### config.mk
export PLATFORM = sky130hd
export DESIGN_NAME = ddo_muldiv
export DESIGN_NICKNAME = d
export VERILOG_FILES = /design/src/hdl/ddo_pkg.sv /design/src/hdl/ddo_muldiv.sv
export SDC_FILE = /design/constraint.sdc
export NUM_CORES = 1
export LEC_CHECK = 0
export ABC_AREA = 0
export BUFFER_PORTS_ARGS = -buffer_cell sky130_fd_sc_hd__buf_2
export CAP_MARGIN = 15
export CORE_UTILIZATION = 55
export CTS_BUF_LIST = sky130_fd_sc_hd__clkbuf_8
export CTS_CLUSTER_DIAMETER = 200
export DETAILED_ROUTE_END_ITERATION = 8
export GPL_ROUTABILITY_DRIVEN = 0
export PLACE_DENSITY = 0.71
export SETUP_SLACK_MARGIN = 0.02
export SLEW_MARGIN = 15
export SYNTH_ARGS = -nofsm -noshare
export SYNTH_HDL_FRONTEND = slang
export SYNTH_SLANG_ARGS = --single-unit
### constraint.sdc
create_clock -name clk -period 13.1 [get_ports clk]
set_clock_uncertainty 0.05 [all_clocks]
set_input_delay 0.655 -clock clk [delete_from_list [all_inputs] [get_ports clk]]
set_output_delay 0.655 -clock clk [all_outputs]
set_load 0.02 [all_outputs]
### src/hdl/ddo_pkg.sv
package ddo_pkg;

  // one sample beat
  typedef struct packed {
    logic               func;
    logic [31:0]        time_us;
    logic signed [15:0] rpm_right;
    logic signed [15:0] rpm_left;
  } sample_t;

  // one pose beat
  typedef struct packed {
    logic signed [31:0] pos_x;
    logic signed [31:0] pos_y;
    logic [31:0]        heading;
    logic signed [31:0] lin_vel;
    logic signed [31:0] ang_vel;
  } pose_t;

  localparam int CFG_IDX_W = 3;
  localparam logic [CFG_IDX_W-1:0] REG_WHEEL_RADIUS   = 3'd0;
  localparam logic [CFG_IDX_W-1:0] REG_WHEEL_BASE     = 3'd1;
  localparam logic [CFG_IDX_W-1:0] REG_GEAR_RATIO     = 3'd2;
  localparam logic [CFG_IDX_W-1:0] REG_TURN_THRESHOLD = 3'd3;
  localparam logic [CFG_IDX_W-1:0] REG_START_X        = 3'd4;
  localparam logic [CFG_IDX_W-1:0] REG_START_Y        = 3'd5;
  localparam logic [CFG_IDX_W-1:0] REG_START_HEADING  = 3'd6;

  localparam logic [15:0] RST_WHEEL_RADIUS   = 16'd5472;
  localparam logic [17:0] RST_WHEEL_BASE     = 18'd46531;
  localparam logic [15:0] RST_GEAR_RATIO     = 16'd1920;
  localparam logic [15:0] RST_TURN_THRESHOLD = 16'd66;

  // pi/30 in Q32, 2^80/(2*pi*1e6), CORDIC gain compensation in Q2.30
  localparam logic [63:0] KR_Q32   = 64'd449767923;
  localparam logic [63:0] W_Q64    = 64'd192406520023215637;
  localparam logic [63:0] US_PER_S = 64'd1000000;
  localparam logic [63:0] US_HALF  = 64'd500000;
  // 2^74/1e6 rounded up: floor(n/1e6) is the product >> 74 for n below 2^56
  localparam logic [63:0] US_RECIP_Q74 = 64'd18889465931478581;

  localparam int CXY_W = 34;
  localparam logic signed [CXY_W-1:0] GAIN_Q30 = 34'sd652032874;

  localparam logic [31:0] ATAN_TAB [32] = '{
    32'h20000000, 32'h12E4051E, 32'h09FB385B, 32'h051111D4, 32'h028B0D43,
    32'h0145D7E1, 32'h00A2F61E, 32'h00517C55, 32'h0028BE53, 32'h00145F2F,
    32'h000A2F98, 32'h000517CC, 32'h00028BE6, 32'h000145F3, 32'h0000A2F9,
    32'h0000517D, 32'h000028BE, 32'h0000145F, 32'h00000A30, 32'h00000518,
    32'h0000028C, 32'h00000146, 32'h000000A3, 32'h00000051, 32'h00000029,
    32'h00000014, 32'h0000000A, 32'h00000005, 32'h00000003, 32'h00000001,
    32'h00000001, 32'h00000000
  };

  localparam int MD_BITS = 64;

  typedef enum logic {
    MD_MUL = 1'b0,
    MD_DIV = 1'b1
  } md_op_t;

  typedef struct packed {
    logic        start;
    md_op_t      op;
    logic [63:0] a;
    logic [63:0] b;
  } md_cmd_t;

  typedef struct packed {
    logic         done;
    logic [127:0] res;
  } md_rsp_t;

endpackage

### src/hdl/ddo_muldiv.sv
// bit-serial multiply (shift-add, stops when multiplier runs out)
// and restoring divide, 64 quotient bits; quotient in res[63:0]
module ddo_muldiv import ddo_pkg::*; (
  input  logic    clk,
  input  logic    rst,
  input  md_cmd_t cmd,
  output md_rsp_t rsp
);

  localparam int CNT_W = $clog2(MD_BITS) + 1;

  logic               busy;
  logic               done;
  md_op_t             op;
  logic [127:0]       acc;
  logic [127:0]       ash;
  logic [63:0]        bsh;
  logic [CNT_W-1:0]   cnt;
  logic [64:0]        rs;
  logic [65:0]        diff;
  logic               ge;

  // acc holds {remainder, dividend/quotient} while dividing
  assign rs   = {acc[127:64], acc[63]};
  assign diff = {1'b0, rs} - {2'b00, bsh};
  assign ge   = ~diff[65];

  always_ff @(posedge clk) begin
    if (rst) begin
      busy <= 1'b0;
      done <= 1'b0;
    end else begin
      done <= 1'b0;
      if (!busy) begin
        if (cmd.start) begin
          busy <= 1'b1;
          op   <= cmd.op;
          bsh  <= cmd.b;
          cnt  <= '0;
          ash  <= {64'd0, cmd.a};
          acc  <= (cmd.op == MD_DIV) ? {64'd0, cmd.a} : 128'd0;
        end
      end else begin
        unique case (op)
          MD_MUL: begin
            if (bsh == 64'd0) begin
              busy <= 1'b0;
              done <= 1'b1;
            end else begin
              if (bsh[0]) acc <= acc + ash;
              ash <= {ash[126:0], 1'b0};
              bsh <= {1'b0, bsh[63:1]};
            end
          end
          MD_DIV: begin
            if (cnt == CNT_W'(MD_BITS)) begin
              busy <= 1'b0;
              done <= 1'b1;
            end else begin
              acc <= {(ge ? diff[63:0] : rs[63:0]), acc[62:0], ge};
              cnt <= cnt + 1'b1;
            end
          end
          default: busy <= 1'b0;
        endcase
      end
    end
  end

  assign rsp.done = done;
  assign rsp.res  = acc;

endmodule

==> results.sh <==
export IMPL_end_kind="register"
export IMPL_tritoncts="done"
export IMPL_synth_cells=2940
export IMPL_firstDrtPassIters=6
export IMPL_syn2layout_area_growth_pct=10.2
export IMPL_ys_types=96
export IMPL_ys_seq_area_share_pct=36.8
export IMPL_wl_per_cell_um=21.8
export IMPL_fp_row_count=80
export IMPL_dieWidth_um=223
export IMPL_grt_pass1_vias=23736
export IMPL_fin_crit_ps=5180
export IMPL_io_pins=261
export IMPL_clk_pin_slew_ps=60
export IMPL_maxCapViolations=0
export IMPL_track_usage_pct=32.6
export IMPL_grt_max_degree=193
export IMPL_root_buffer="clkbuf_8"
export IMPL_startpoint_type="register"
export IMPL_syn_area_per_cell_um2=9.14
export IMPL_viasPerCell=6.39
export IMPL_worst_slew_pin_slew_ps=1180
export IMPL_antenna_found_initial=4
export IMPL_ant_nets=0
export IMPL_pwr_share_clk_pct=26.1
export IMPL_yosysWarnings=0
export IMPL_drc=0
export IMPL_syn_cell_area_um2=26900
export IMPL_clkLatencyLatePin_ps=680
export IMPL_synth_edf_count=328
export IMPL_drt_initial_drc_count=2206
export IMPL_cp_max_fo=65
export IMPL_post_cts_buffers=0
export IMPL_required_ps=13440
export IMPL_relSlewSlack_pct=21.3
export IMPL_die_area_um2=49700
export IMPL_cts_resized=0
export IMPL_portBuffers=260
export IMPL_die_h_um=223
export IMPL_run_status="complete, no violations"
export IMPL_mostFrequentLayoutCells="a21oi_1 (340), edfxtp_1 (328), buf_2 (260)"
export IMPL_htree_levels=2
export IMPL_setup_violations=0
export IMPL_fin_tns_setup_ps=0
export IMPL_crit_type="reg2reg"
export IMPL_cts_buffer_depth=3
export IMPL_async_flop_share_pct=0
export IMPL_fin_cells=3790
export IMPL_via_count=24207
export IMPL_arrival_ps=5520
export IMPL_grt_overflow=0
export IMPL_rsz0062_at_grt="false"
export IMPL_internal_power_mw=2.22
export IMPL_switching_share_pct=37.7
export IMPL_drive_gt1_share_pct=16.7
export IMPL_nFillCells=4205
export IMPL_slew_viol_final=0
export IMPL_core_um2=47900
export IMPL_clock_sinks=330
export IMPL_final_common_cell="a21oi_1"
export IMPL_hp_class="in2reg"
export IMPL_dp_hpwl_um=61800
export IMPL_switching_power_mw=1.35
export IMPL_seq_power_share_pct=38.1
export IMPL_grt_pass1_wl_um=128000
export IMPL_syn_nets=3267
export IMPL_max_freq_ghz=0.193
export IMPL_wirelength_um=82500
export IMPL_power_leakage_nw=12.0
export IMPL_ir_drop_uv=71.0
export IMPL_nets=3452
export IMPL_fin_crit_sh_pct=39.5
export IMPL_placed_cells=3680
export IMPL_start_util_pct=56.0
export IMPL_synth_ff_type="edfxtp_1"
export IMPL_cts_inserted_buffers=58
export IMPL_ys_ff_latch=330
export IMPL_final_hold_violation_count=0
export IMPL_total_power_mw=3.57
export IMPL_postCtsHoldBufs=0
export IMPL_reg2reg_slack_ps=7920
export IMPL_powerDensity_nw_per_um2=121
export IMPL_p_comb_share_pct=35.8
==> routing by layer <==
| layer | global-route usage (%) | share of wire [%] | vias to the layer above |
|---|---|---|---|
| met3 | 5.64 | 7.5 | 221 |
| met2 | 54.2 | 47 | 996 |
| met4 | 15.0 | 4.2 | 2 |
| li1 | - | - | 11376 |
| met1 | 41.3 | 41 | 11612 |
| met5 | 0 | 0.016 | - |
==> registers in the layout, summed over array words and instances (netlist names) <==
register and cells:
cnt 7, acc 128, done 1, ash 128, op 1, busy 1
bsh 64
==> power groups by stage <==
stage,combinational [mW],clock [mW],sequential [mW]
floorplan,0.890,0,1.40
finish,1.28,0.931,1.36
CTS,1.26,0.947,1.36
detailed placement,1.25,0,1.38
global route,1.39,0.989,1.37
global placement,1.23,0,1.38
==> Yosys cell counts (all sizes together), types with 18 or more instances <==
library cell	number	area share, %
or3	20	0.47
mux2	134	5.6
o21bai	50	1.4
and2	72	1.7
nor4	27	0.63
nor3	46	0.91
xor2	68	2.2
inv	140	2.0
o21a	26	0.73
nand3	28	0.54
mux2i	52	1.9
nor2b	20	0.47
a22oi	30	0.91
a211oi	34	0.95
o211ai	18	0.52
o21ai	241	4.6
a21oi	343	6.4
a31oi	27	0.71
nand4	79	1.8
nand2	239	3.3
ha	193	9.0
a21o	79	2.2
nor2	213	3.0
edfxtp	328	37
xnor2	109	3.6
clkbuf	127	1.8
buf	22	0.39
==> worst max-delay path: stages (launching register included) <==
cell and delay (ps):
edfxtp_1 490, ha_1 340, nor2b_1 140, o21ai_0 120, a21boi_0 300, o31ai_1 170, a211oi_1 360, o21ai_0 240
a21oi_1 510, o211ai_1 230, a22oi_2 170, buf_4 310, buf_4 790, mux2_2 410, o21ai_0 170, a21oi_1 60
==> cell families after synthesis <==
group                    synth area share [%]
AO/OA/AOI/OAI                            22.4
XOR/XNOR                                 5.77
adder cells (fa/ha/maj)                  9.14
buffers and inverters                    4.15
flip-flops                               36.8
multiplexers                             7.56
AND/OR/NAND/NOR                          14.2
==> stage by stage <==
stage	setup WS, ps	utilization (%)	hold slack [ps]	cell area (um2)
floorplan	1850	-	484	26900
global placement	8250	59.5	490	28500
detailed placement	8070	59.5	502	28500
CTS	8040	61.7	112	29600
global route	7710	61.7	131	29600
finish	7920	61.7	156	29600
==> final timing paths <==
kind         startpoint  cells after the start       end
min reg2reg     ash[94]                      1   ash[95]
max             acc[64]                     15  acc[101]
max reg2reg     acc[64]                     15  acc[101]
min            cmd[128]                      1        op
==> final cells by class <==
class / count / area, um2 / share of cell area (%)
well taps: 615 / 769 / 2.60
flip-flops and latches: 330 / 9890 / 33.4
repair buffers: 274 / 1430 / 4.83
clock buffers: 59 / 812 / 2.74
diodes: 3 / 7.51 / 0.0254
clock inverters: 48 / 267 / 0.900
inverters: 142 / 533 / 1.80
multi-input cells: 2319 / 15900 / 53.7
Power figures use the tool's default switching activity.
