===== src/hdl/ddo_pkg.sv =====
package ddo_pkg;

  // one sample beat
  typedef struct packed {
    logic               func;
    logic [31:0]        time_us;
    logic signed [15:0] rpm_right;
    logic signed [15:0] rpm_left;
  } sample_t;

  // one pose beat
  typedef struct packed {
    logic signed [31:0] pos_x;
    logic signed [31:0] pos_y;
    logic [31:0]        heading;
    logic signed [31:0] lin_vel;
    logic signed [31:0] ang_vel;
  } pose_t;

  localparam int CFG_IDX_W = 3;
  localparam logic [CFG_IDX_W-1:0] REG_WHEEL_RADIUS   = 3'd0;
  localparam logic [CFG_IDX_W-1:0] REG_WHEEL_BASE     = 3'd1;
  localparam logic [CFG_IDX_W-1:0] REG_GEAR_RATIO     = 3'd2;
  localparam logic [CFG_IDX_W-1:0] REG_TURN_THRESHOLD = 3'd3;
  localparam logic [CFG_IDX_W-1:0] REG_START_X        = 3'd4;
  localparam logic [CFG_IDX_W-1:0] REG_START_Y        = 3'd5;
  localparam logic [CFG_IDX_W-1:0] REG_START_HEADING  = 3'd6;

  localparam logic [15:0] RST_WHEEL_RADIUS   = 16'd5472;
  localparam logic [17:0] RST_WHEEL_BASE     = 18'd46531;
  localparam logic [15:0] RST_GEAR_RATIO     = 16'd1920;
  localparam logic [15:0] RST_TURN_THRESHOLD = 16'd66;

  // pi/30 in Q32, 2^80/(2*pi*1e6), CORDIC gain compensation in Q2.30
  localparam logic [63:0] KR_Q32   = 64'd449767923;
  localparam logic [63:0] W_Q64    = 64'd192406520023215637;
  localparam logic [63:0] US_PER_S = 64'd1000000;
  localparam logic [63:0] US_HALF  = 64'd500000;
  // 2^74/1e6 rounded up: floor(n/1e6) is the product >> 74 for n below 2^56
  localparam logic [63:0] US_RECIP_Q74 = 64'd18889465931478581;

  localparam int CXY_W = 34;
  localparam logic signed [CXY_W-1:0] GAIN_Q30 = 34'sd652032874;

  localparam logic [31:0] ATAN_TAB [32] = '{
    32'h20000000, 32'h12E4051E, 32'h09FB385B, 32'h051111D4, 32'h028B0D43,
    32'h0145D7E1, 32'h00A2F61E, 32'h00517C55, 32'h0028BE53, 32'h00145F2F,
    32'h000A2F98, 32'h000517CC, 32'h00028BE6, 32'h000145F3, 32'h0000A2F9,
    32'h0000517D, 32'h000028BE, 32'h0000145F, 32'h00000A30, 32'h00000518,
    32'h0000028C, 32'h00000146, 32'h000000A3, 32'h00000051, 32'h00000029,
    32'h00000014, 32'h0000000A, 32'h00000005, 32'h00000003, 32'h00000001,
    32'h00000001, 32'h00000000
  };

  localparam int MD_BITS = 64;

  typedef enum logic {
    MD_MUL = 1'b0,
    MD_DIV = 1'b1
  } md_op_t;

  typedef struct packed {
    logic        start;
    md_op_t      op;
    logic [63:0] a;
    logic [63:0] b;
  } md_cmd_t;

  typedef struct packed {
    logic         done;
    logic [127:0] res;
  } md_rsp_t;

endpackage


===== src/hdl/ddo_cordic.sv =====
// rotation-mode CORDIC, one micro-rotation per cycle
module ddo_cordic import ddo_pkg::*; #(
  parameter int STEPS = 24
) (
  input  logic                    clk,
  input  logic                    rst,
  input  logic                    start,
  input  logic [31:0]             ang,
  output logic                    done,
  output logic signed [CXY_W-1:0] cos_q,
  output logic signed [CXY_W-1:0] sin_q
);

  localparam int CW = $clog2(STEPS + 1);

  logic                    busy;
  logic                    flip;
  logic [CW-1:0]           cnt;
  logic signed [CXY_W-1:0] x, y, z;
  logic signed [CXY_W-1:0] dx, dy, at;
  logic [31:0]             ang_q, ang_r;
  logic [4:0]              idx;

  assign ang_q = ang + 32'h4000_0000;
  assign ang_r = ang_q[31] ? (ang - 32'h8000_0000) : ang;
  assign idx   = 5'(cnt);
  assign dx    = y >>> cnt;
  assign dy    = x >>> cnt;
  assign at    = {2'b00, ATAN_TAB[idx]};

  always_ff @(posedge clk) begin
    if (rst) begin
      busy <= 1'b0;
      done <= 1'b0;
    end else begin
      done <= 1'b0;
      if (!busy) begin
        if (start) begin
          busy <= 1'b1;
          cnt  <= '0;
          flip <= ang_q[31];
          x    <= GAIN_Q30;
          y    <= '0;
          z    <= {{2{ang_r[31]}}, ang_r};
        end
      end else if (cnt == CW'(STEPS)) begin
        busy  <= 1'b0;
        done  <= 1'b1;
        cos_q <= flip ? -x : x;
        sin_q <= flip ? -y : y;
      end else begin
        cnt <= cnt + 1'b1;
        if (!z[CXY_W-1]) begin
          x <= x - dx;
          y <= y + dy;
          z <= z - at;
        end else begin
          x <= x + dx;
          y <= y - dy;
          z <= z + at;
        end
      end
    end
  end

endmodule


===== config.mk =====
export PLATFORM = sky130hd
export DESIGN_NAME = ddo_cordic
export DESIGN_NICKNAME = d
export VERILOG_FILES = /design/src/hdl/ddo_pkg.sv /design/src/hdl/ddo_cordic.sv
export SDC_FILE = /design/constraint.sdc
export NUM_CORES = 1
export LEC_CHECK = 0
export BUFFER_PORTS_ARGS = -buffer_cell sky130_fd_sc_hd__buf_2
export CAP_MARGIN = 20
export CORE_MARGIN = 2
export CORE_UTILIZATION = 40
export CTS_CLUSTER_DIAMETER = 30
export DETAILED_ROUTE_END_ITERATION = 8
export PLACE_DENSITY = 0.6
export REMOVE_ABC_BUFFERS = 1
export SYNTH_ARGS = -nofsm -noshare
export SYNTH_HDL_FRONTEND = slang
export SYNTH_SLANG_ARGS = --single-unit

===== constraint.sdc =====
create_clock -name clk -period 14.5 [get_ports clk]
set_input_delay 2.9 -clock clk [delete_from_list [all_inputs] [get_ports clk]]
set_output_delay 2.9 -clock clk [all_outputs]
set_load 0.02 [all_outputs]

==> impl_metrics.yaml, run 1 <==
run:
  maxCapViolCount: 0
synthesis:
  seq_area_frac_synth_pct: 26.71
  synthFlopType: "edfxtp_1"
  postSynthCellCount: 2176
  synth_edf_count: 176
  netlist_area_mm2: 0.01993
  ys_types: 93
  yosysWarnings: 0
  syn_area_per_cell_um2: 9.161
  synthArstFlopShare_pct: 0
  ys_seq_elements: 178
routing:
  viasPerCell: 6.196
  wl_met2_um: 30840
  wl_per_cell_um: 23.65
  drc: 0
  dr.max_layer_used: "met4"
  drtIter0Drc: 1654
  route.met3.wl_um: 4510
  vias: 17660
  dr.pass1.iters: 5
  wl_met1_um: 29980
  ant_nets: 0
  routed_wl_um: 67400
place:
  numPortBuffers: 103
  dp.final_hpwl_um: 49020
  gp_congestion: 0.9652
  dp_cells: 2817
  place_ws_ns: 7.056
cells_and_area:
  seqCellArea_mm2: 0.005326
  multi_input_area_mm2: 0.01365
  utilization_pct: 43.51
  finalNonFillerCells: 2850
  fill_cells: 4841
  layout.nets: 2325
  areaGrowthSynthToFinish_pct: 7.068
  diodes: 0
  drive_gt1_share_pct: 13.13
sta:
  fin_crit_sh_pct: 51.81
  setup_viol: 0
  min_period_ns: 7.513
  tns_ns: 0
  layout_setup_ws_ns: 6.987
  fmax_mhz: 133.1
  drv_slew: 0
  slew_headroom_pct: 28.84
  grt_setup_unrepaired: "false"
  hold_viol: 0
  skew_ns: 0.01306
  worst_pin_slew_ns: 1.056
global_routing:
  antenna_found_initial: 0
  track_usage_pct: 26.05
  grt_pass1_vias: 16680
  grt_pass1_wl_um: 101600
  grt-ovfl-total: 0
  grt_start_max_net_pins: 78
clock_network:
  cts_buffers: 17
  clockBufferDepth: 2
  postCtsResizedCells: 0
  cts_max_level: 4
  clk_latency_ns: 0.49
  ctsRootBufferMaster: "clkbuf_16"
  cts_tree: "done"
  post_cts_buffers: 0
  cts_num_sinks: 178
  hold_buffers: 0
  clk_pin_slew_ns: 0.07
worst_setup_path:
  worstPathArrival_ns: 7.75
  critPathLaunch: "cnt[4]"
  rr_startpoint: "cnt[4]"
  cp.required_ns: 14.74
  reg2reg_depth: 18
  path_max_fanout: 61
  critPathKind: "reg -> reg"
  r2r_end: "z[31]"
  setup.worst_path.end_class: "flop"
  r2r_slack_ns: 6.99
  start_kind: "flop"
floorplanning:
  rows: 81
  start_util_pct: 40.64
  ios: 104
  die_h_um: 227.2
  dieArea_mm2: 0.05164
  core_mm2: 0.04905
  die_x_um: 227.2
min_path:
  worstHoldStart: "y[0]"
  hold_end: "sin_q[0]"
  hold_depth: 0
  hold_path.class: "reg -> reg"
pwr:
  power.leakage_nw: 8.098
  power_density_mw_per_mm2: 125.6
  ir_drop_v: 0.00009601
run_status:
  status: "finished, final reports clean"
synth_stat cells (25+ instances only):
master | instances | area share (%)
a21oi_1 | 184 | 4.6
nor2_1 | 180 | 3.4
edfxtp_1 | 176 | 27
nand2_1 | 172 | 3.2
xnor2_1 | 148 | 6.5
ha_1 | 114 | 7.2
o21ai_0 | 110 | 2.8
clkbuf_1 | 89 | 1.7
xor2_1 | 81 | 3.6
mux2i_1 | 64 | 3.2
inv_1 | 55 | 1.0
a21o_1 | 51 | 1.9
mux2_2 | 46 | 2.6
mux4_2 | 43 | 4.9
nand3_1 | 38 | 0.95
a31oi_1 | 36 | 1.1
nand2b_1 | 36 | 1.1
nor3_1 | 35 | 0.88
mux4_1 | 30 | 4.0
nor2b_1 | 25 | 0.78
per-layer routing:
| layer | vias up | track usage, % |
|---|---|---|
| met3 | 101 | 5.511 |
| met2 | 640 | 41.55 |
| met5 | - | 0 |
| li1 | 8225 | - |
| met4 | 0 | 9.003 |
| met1 | 8693 | 35.02 |
how the worst max path moves through the flow:
stage	slack, ns	to	depth (start not counted)
2_1_floorplan	0.91	cnt[0]	4
3_3_place_gp	7.28	z[31]	20
3_5_place_dp	7.06	z[31]	20
4_1_cts	7.01	z[31]	20
5_1_grt	6.41	z[31]	20
6_report	6.99	z[31]	18
state kept, by name (all words and copies together), names as in the netlist:
name	flops
busy	1
cnt	5
cos_q	34
done	1
flip	1
sin_q	34
x	34
y	34
z	34
power breakdown:
part | internal [W] | switching (W)
logic | 0.000608 | 0.000822
clock network | 0.000271 | 0.000220
registers | 0.000645 | 0.000116
total | 0.00152 | 0.00116
final cells by class:
cell class	instances	area share, %
clock buffers	20	2.046
repair buffers	131	3.406
clock inverters	12	0.7269
multi-input cells	1787	63.95
flip-flops and latches	178	24.96
inverters	58	1.020
well taps	664	3.893
per-stage QoR:
stage	cell area [um^2]	hold WS, ns	total power, W
finish	21340	0.5433	0.002681
global route	21340	0.5510	0.002857
CTS	21340	0.5367	0.002678
detailed placement	20750	0.5182	0.002167
global placement	20730	0.5134	0.002146
floorplan	19160	0.4713	0.001814
critical path, cell delays in order (launching register included):
cell       delay [ns]
edfxtp_1         0.91
buf_4            0.70
or2_2            0.70
a21oi_1          0.13
o31ai_1          0.31
or2_2            0.18
nor3_1           0.08
nand3b_1         0.25
nor2b_1          0.61
xor2_1           0.21
ha_1             0.41
nand3_1          0.15
o41ai_1          0.78
a21oi_1          0.25
o31ai_1          0.62
a211oi_1         0.24
o2111ai_1        0.28
o41ai_1          0.12
a311o_1          0.27
kinds of logic after synthesis:
| family | synth area share [%] |
|---|---|
| AO/OA/AOI/OAI | 20.49 |
| buffers and inverters | 4.984 |
| AND/OR/NAND/NOR | 15.60 |
| flip-flops | 26.71 |
| multiplexers | 14.70 |
| XOR/XNOR | 10.06 |
| adder cells (fa/ha/maj) | 7.457 |
cell usage in the layout (no fill, tap or decap), types with 22 or more instances in the layout:
cell	n
a21oi_1	184
nor2_1	180
edfxtp_1	176
nand2_1	172
xnor2_1	148
ha_1	114
o21ai_0	110
buf_2	104
xor2_1	81
mux2i_1	64
inv_1	54
a21o_1	51
mux2_2	46
mux4_2	43
nand3_1	38
nand2b_1	36
a31oi_1	36
nor3_1	34
mux4_1	30
buf_4	26
nor2b_1	25
o31ai_1	22
Power figures use the tool's default switching activity.
==> run 2: changes to the inputs <==
--- a/config.mk
+++ b/config.mk
@@ -11,7 +11,7 @@
 export CORE_UTILIZATION = 40
 export CTS_CLUSTER_DIAMETER = 30
 export DETAILED_ROUTE_END_ITERATION = 8
-export PLACE_DENSITY = 0.6
+export PLACE_DENSITY = 0.62
 export REMOVE_ABC_BUFFERS = 1
 export SYNTH_ARGS = -nofsm -noshare
 export SYNTH_HDL_FRONTEND = slang
==> constraint.sdc (replaced) <==
create_clock -name clk -period 6.55 [get_ports clk]
set_input_delay 1.31 -clock clk [delete_from_list [all_inputs] [get_ports clk]]
set_output_delay 1.31 -clock clk [all_outputs]
set_load 0.02 [all_outputs]
==> run 2 against run 1 <==
Effect of this change:
- clock power up 130%
- power grew 130%
- cell count grew 4.2%
- sequential share of layout area down 1.1 points
- global-route usage rose by 0.55 points
- combinational power grew 140%
==> impl_metrics.yaml, run 2 (synthesis results as in run 1) <==
routing:
  drtIter0Drc: 1595
  dr.pass1.iters: 5
  ant_nets: 0
  wl_per_cell_um: 23.06
  routed_wl_um: 68450
  drc: 0
  viasPerCell: 6.172
  vias: 18320
cells_and_area:
  diodes: 0
  layout.nets: 2444
  areaGrowthSynthToFinish_pct: 12.08
  final_common_cell: "a21oi_1"
  drive_gt1_share_pct: 17.79
  final_area_mm2: 0.02234
  mostFrequentLayoutCells: "a21oi_1, nor2_1, edfxtp_1"
clock_network:
  post_cts_buffers: 0
  postCtsResizedCells: 0
  clockBufferDepth: 2
  cts_num_sinks: 178
  hold_buffers: 0
  clk_latency_ns: 0.52
  ctsRootBufferMaster: "clkbuf_16"
  cts_tree: "done"
  clk_pin_slew_ns: 0.07
  cts_buffers: 17
  cts_max_level: 4
min_path:
  hold_path.class: "reg -> reg"
  hold_depth: 0
worst_setup_path:
  cp.required_ns: 6.92
  worstPathArrival_ns: 6.52
  path_max_fanout: 9
  reg2reg_depth: 25
  start_kind: "flop"
  setup.worst_path.end_class: "flop"
  critPathKind: "reg -> reg"
sta:
  setup_viol: 0
  skew_ns: 0.01554
  min_period_ns: 6.143
  hold-worst-slack_ns: 0.5613
  grt_setup_unrepaired: "true"
  drv_slew: 0
  slew_headroom_pct: 19.38
  layout_setup_ws_ns: 0.4069
  fin_crit_sh_pct: 93.79
  hold_viol: 0
  worst_pin_slew_ns: 1.205
  fmax_mhz: 162.8
place:
  dp.final_hpwl_um: 51950
  place_ws_ns: 0.4281
  gp_congestion: 1.017
  post_dp_cell_area_mm2: 0.02170
  numPortBuffers: 103
global_routing:
  grt_start_max_net_pins: 66
  antenna_found_initial: 0
  grt_pass1_wl_um: 103900
  track_usage_pct: 26.60
  grt-ovfl-total: 0
  grt_pass1_vias: 17510
pwr:
  power.total_w: 0.006201
  power.leakage_nw: 8.726
  power_density_mw_per_mm2: 277.5
  ir_drop_v: 0.0001939
floorplanning:
  die_h_um: 227.2
  start_util_pct: 40.64
  die_x_um: 227.2
  rows: 81
  dieArea_mm2: 0.05164
  core_mm2: 0.04905
  ios: 104
run:
  maxCapViolCount: 0
run_status:
  status: "finished, final reports clean"
run 2: path summary, 6_finish.rpt:
path              startpoint       end  slack (ns)
hold / removal          y[0]  sin_q[0]        0.56
setup / recovery      cnt[0]     z[32]        0.41
setup reg to reg      cnt[0]     z[32]        0.41
hold reg to reg         y[0]  sin_q[0]        0.56
run 2: where the power goes:
| group | total [W] | switching [W] | internal (W) | leakage (nW) |
|---|---|---|---|---|
| Clock | 0.00113 | 0.000522 | 0.000604 | 0.288 |
| Sequential | 0.00166 | 0.000236 | 0.00143 | 1.65 |
| Combinational | 0.00341 | 0.00189 | 0.00152 | 6.79 |
| Total | 0.00620 | 0.00265 | 0.00355 | 8.73 |
run 2: through the flow:
stage                     util [%]  setup TNS [ns]  instances
after global routing         45.55        -0.02742       2969
after CTS                    45.48               0       2969
after global placement       44.24               0       2937
final                        45.55               0       2969
after detailed placement     44.24               0       2937
after floorplan                  -        -1104.41       2023
run 2: critical path: stages, from the launching register on:
cell and delay [ns]:
edfxtp_1 0.43, inv_1 0.44, ha_1 0.44, nand2b_1 0.30, nand2_1 0.14, mux4_2 0.28, o31ai_1 0.09, or2_2 0.30
nor3_1 0.14, buf_4 0.15, nand2_1 0.05, nor3_1 0.32, nor2_1 0.11, buf_4 0.18, xor2_1 0.16, ha_1 0.36
o21a_1 0.13, o21ai_0 0.09, a21boi_0 0.31, nand3_1 0.12, o21ai_0 0.21, a32oi_1 0.14, a211oi_1 0.36, nor3_1 0.13
or4_1 0.53, nand3_1 0.08
run 2: final cells by class:
cell class | instances | area (um^2)
Clock buffer | 18 | 429.2
Sequential cell | 178 | 5326
Tap cell | 664 | 830.8
Timing Repair Buffer | 250 | 1689
Inverter | 58 | 217.7
Clock inverter | 14 | 178.9
Fill cell | 4798 | 26710
Multi-Input combinational cell | 1787 | 13670
run 2: layer usage:
layer	wire (um)	share of wire, %	global-route usage [%]
met1	29760	43	34.93
met2	32090	47	43.41
met3	4055	5.9	4.685
met4	2550	3.7	10.71
met5	0	0	0
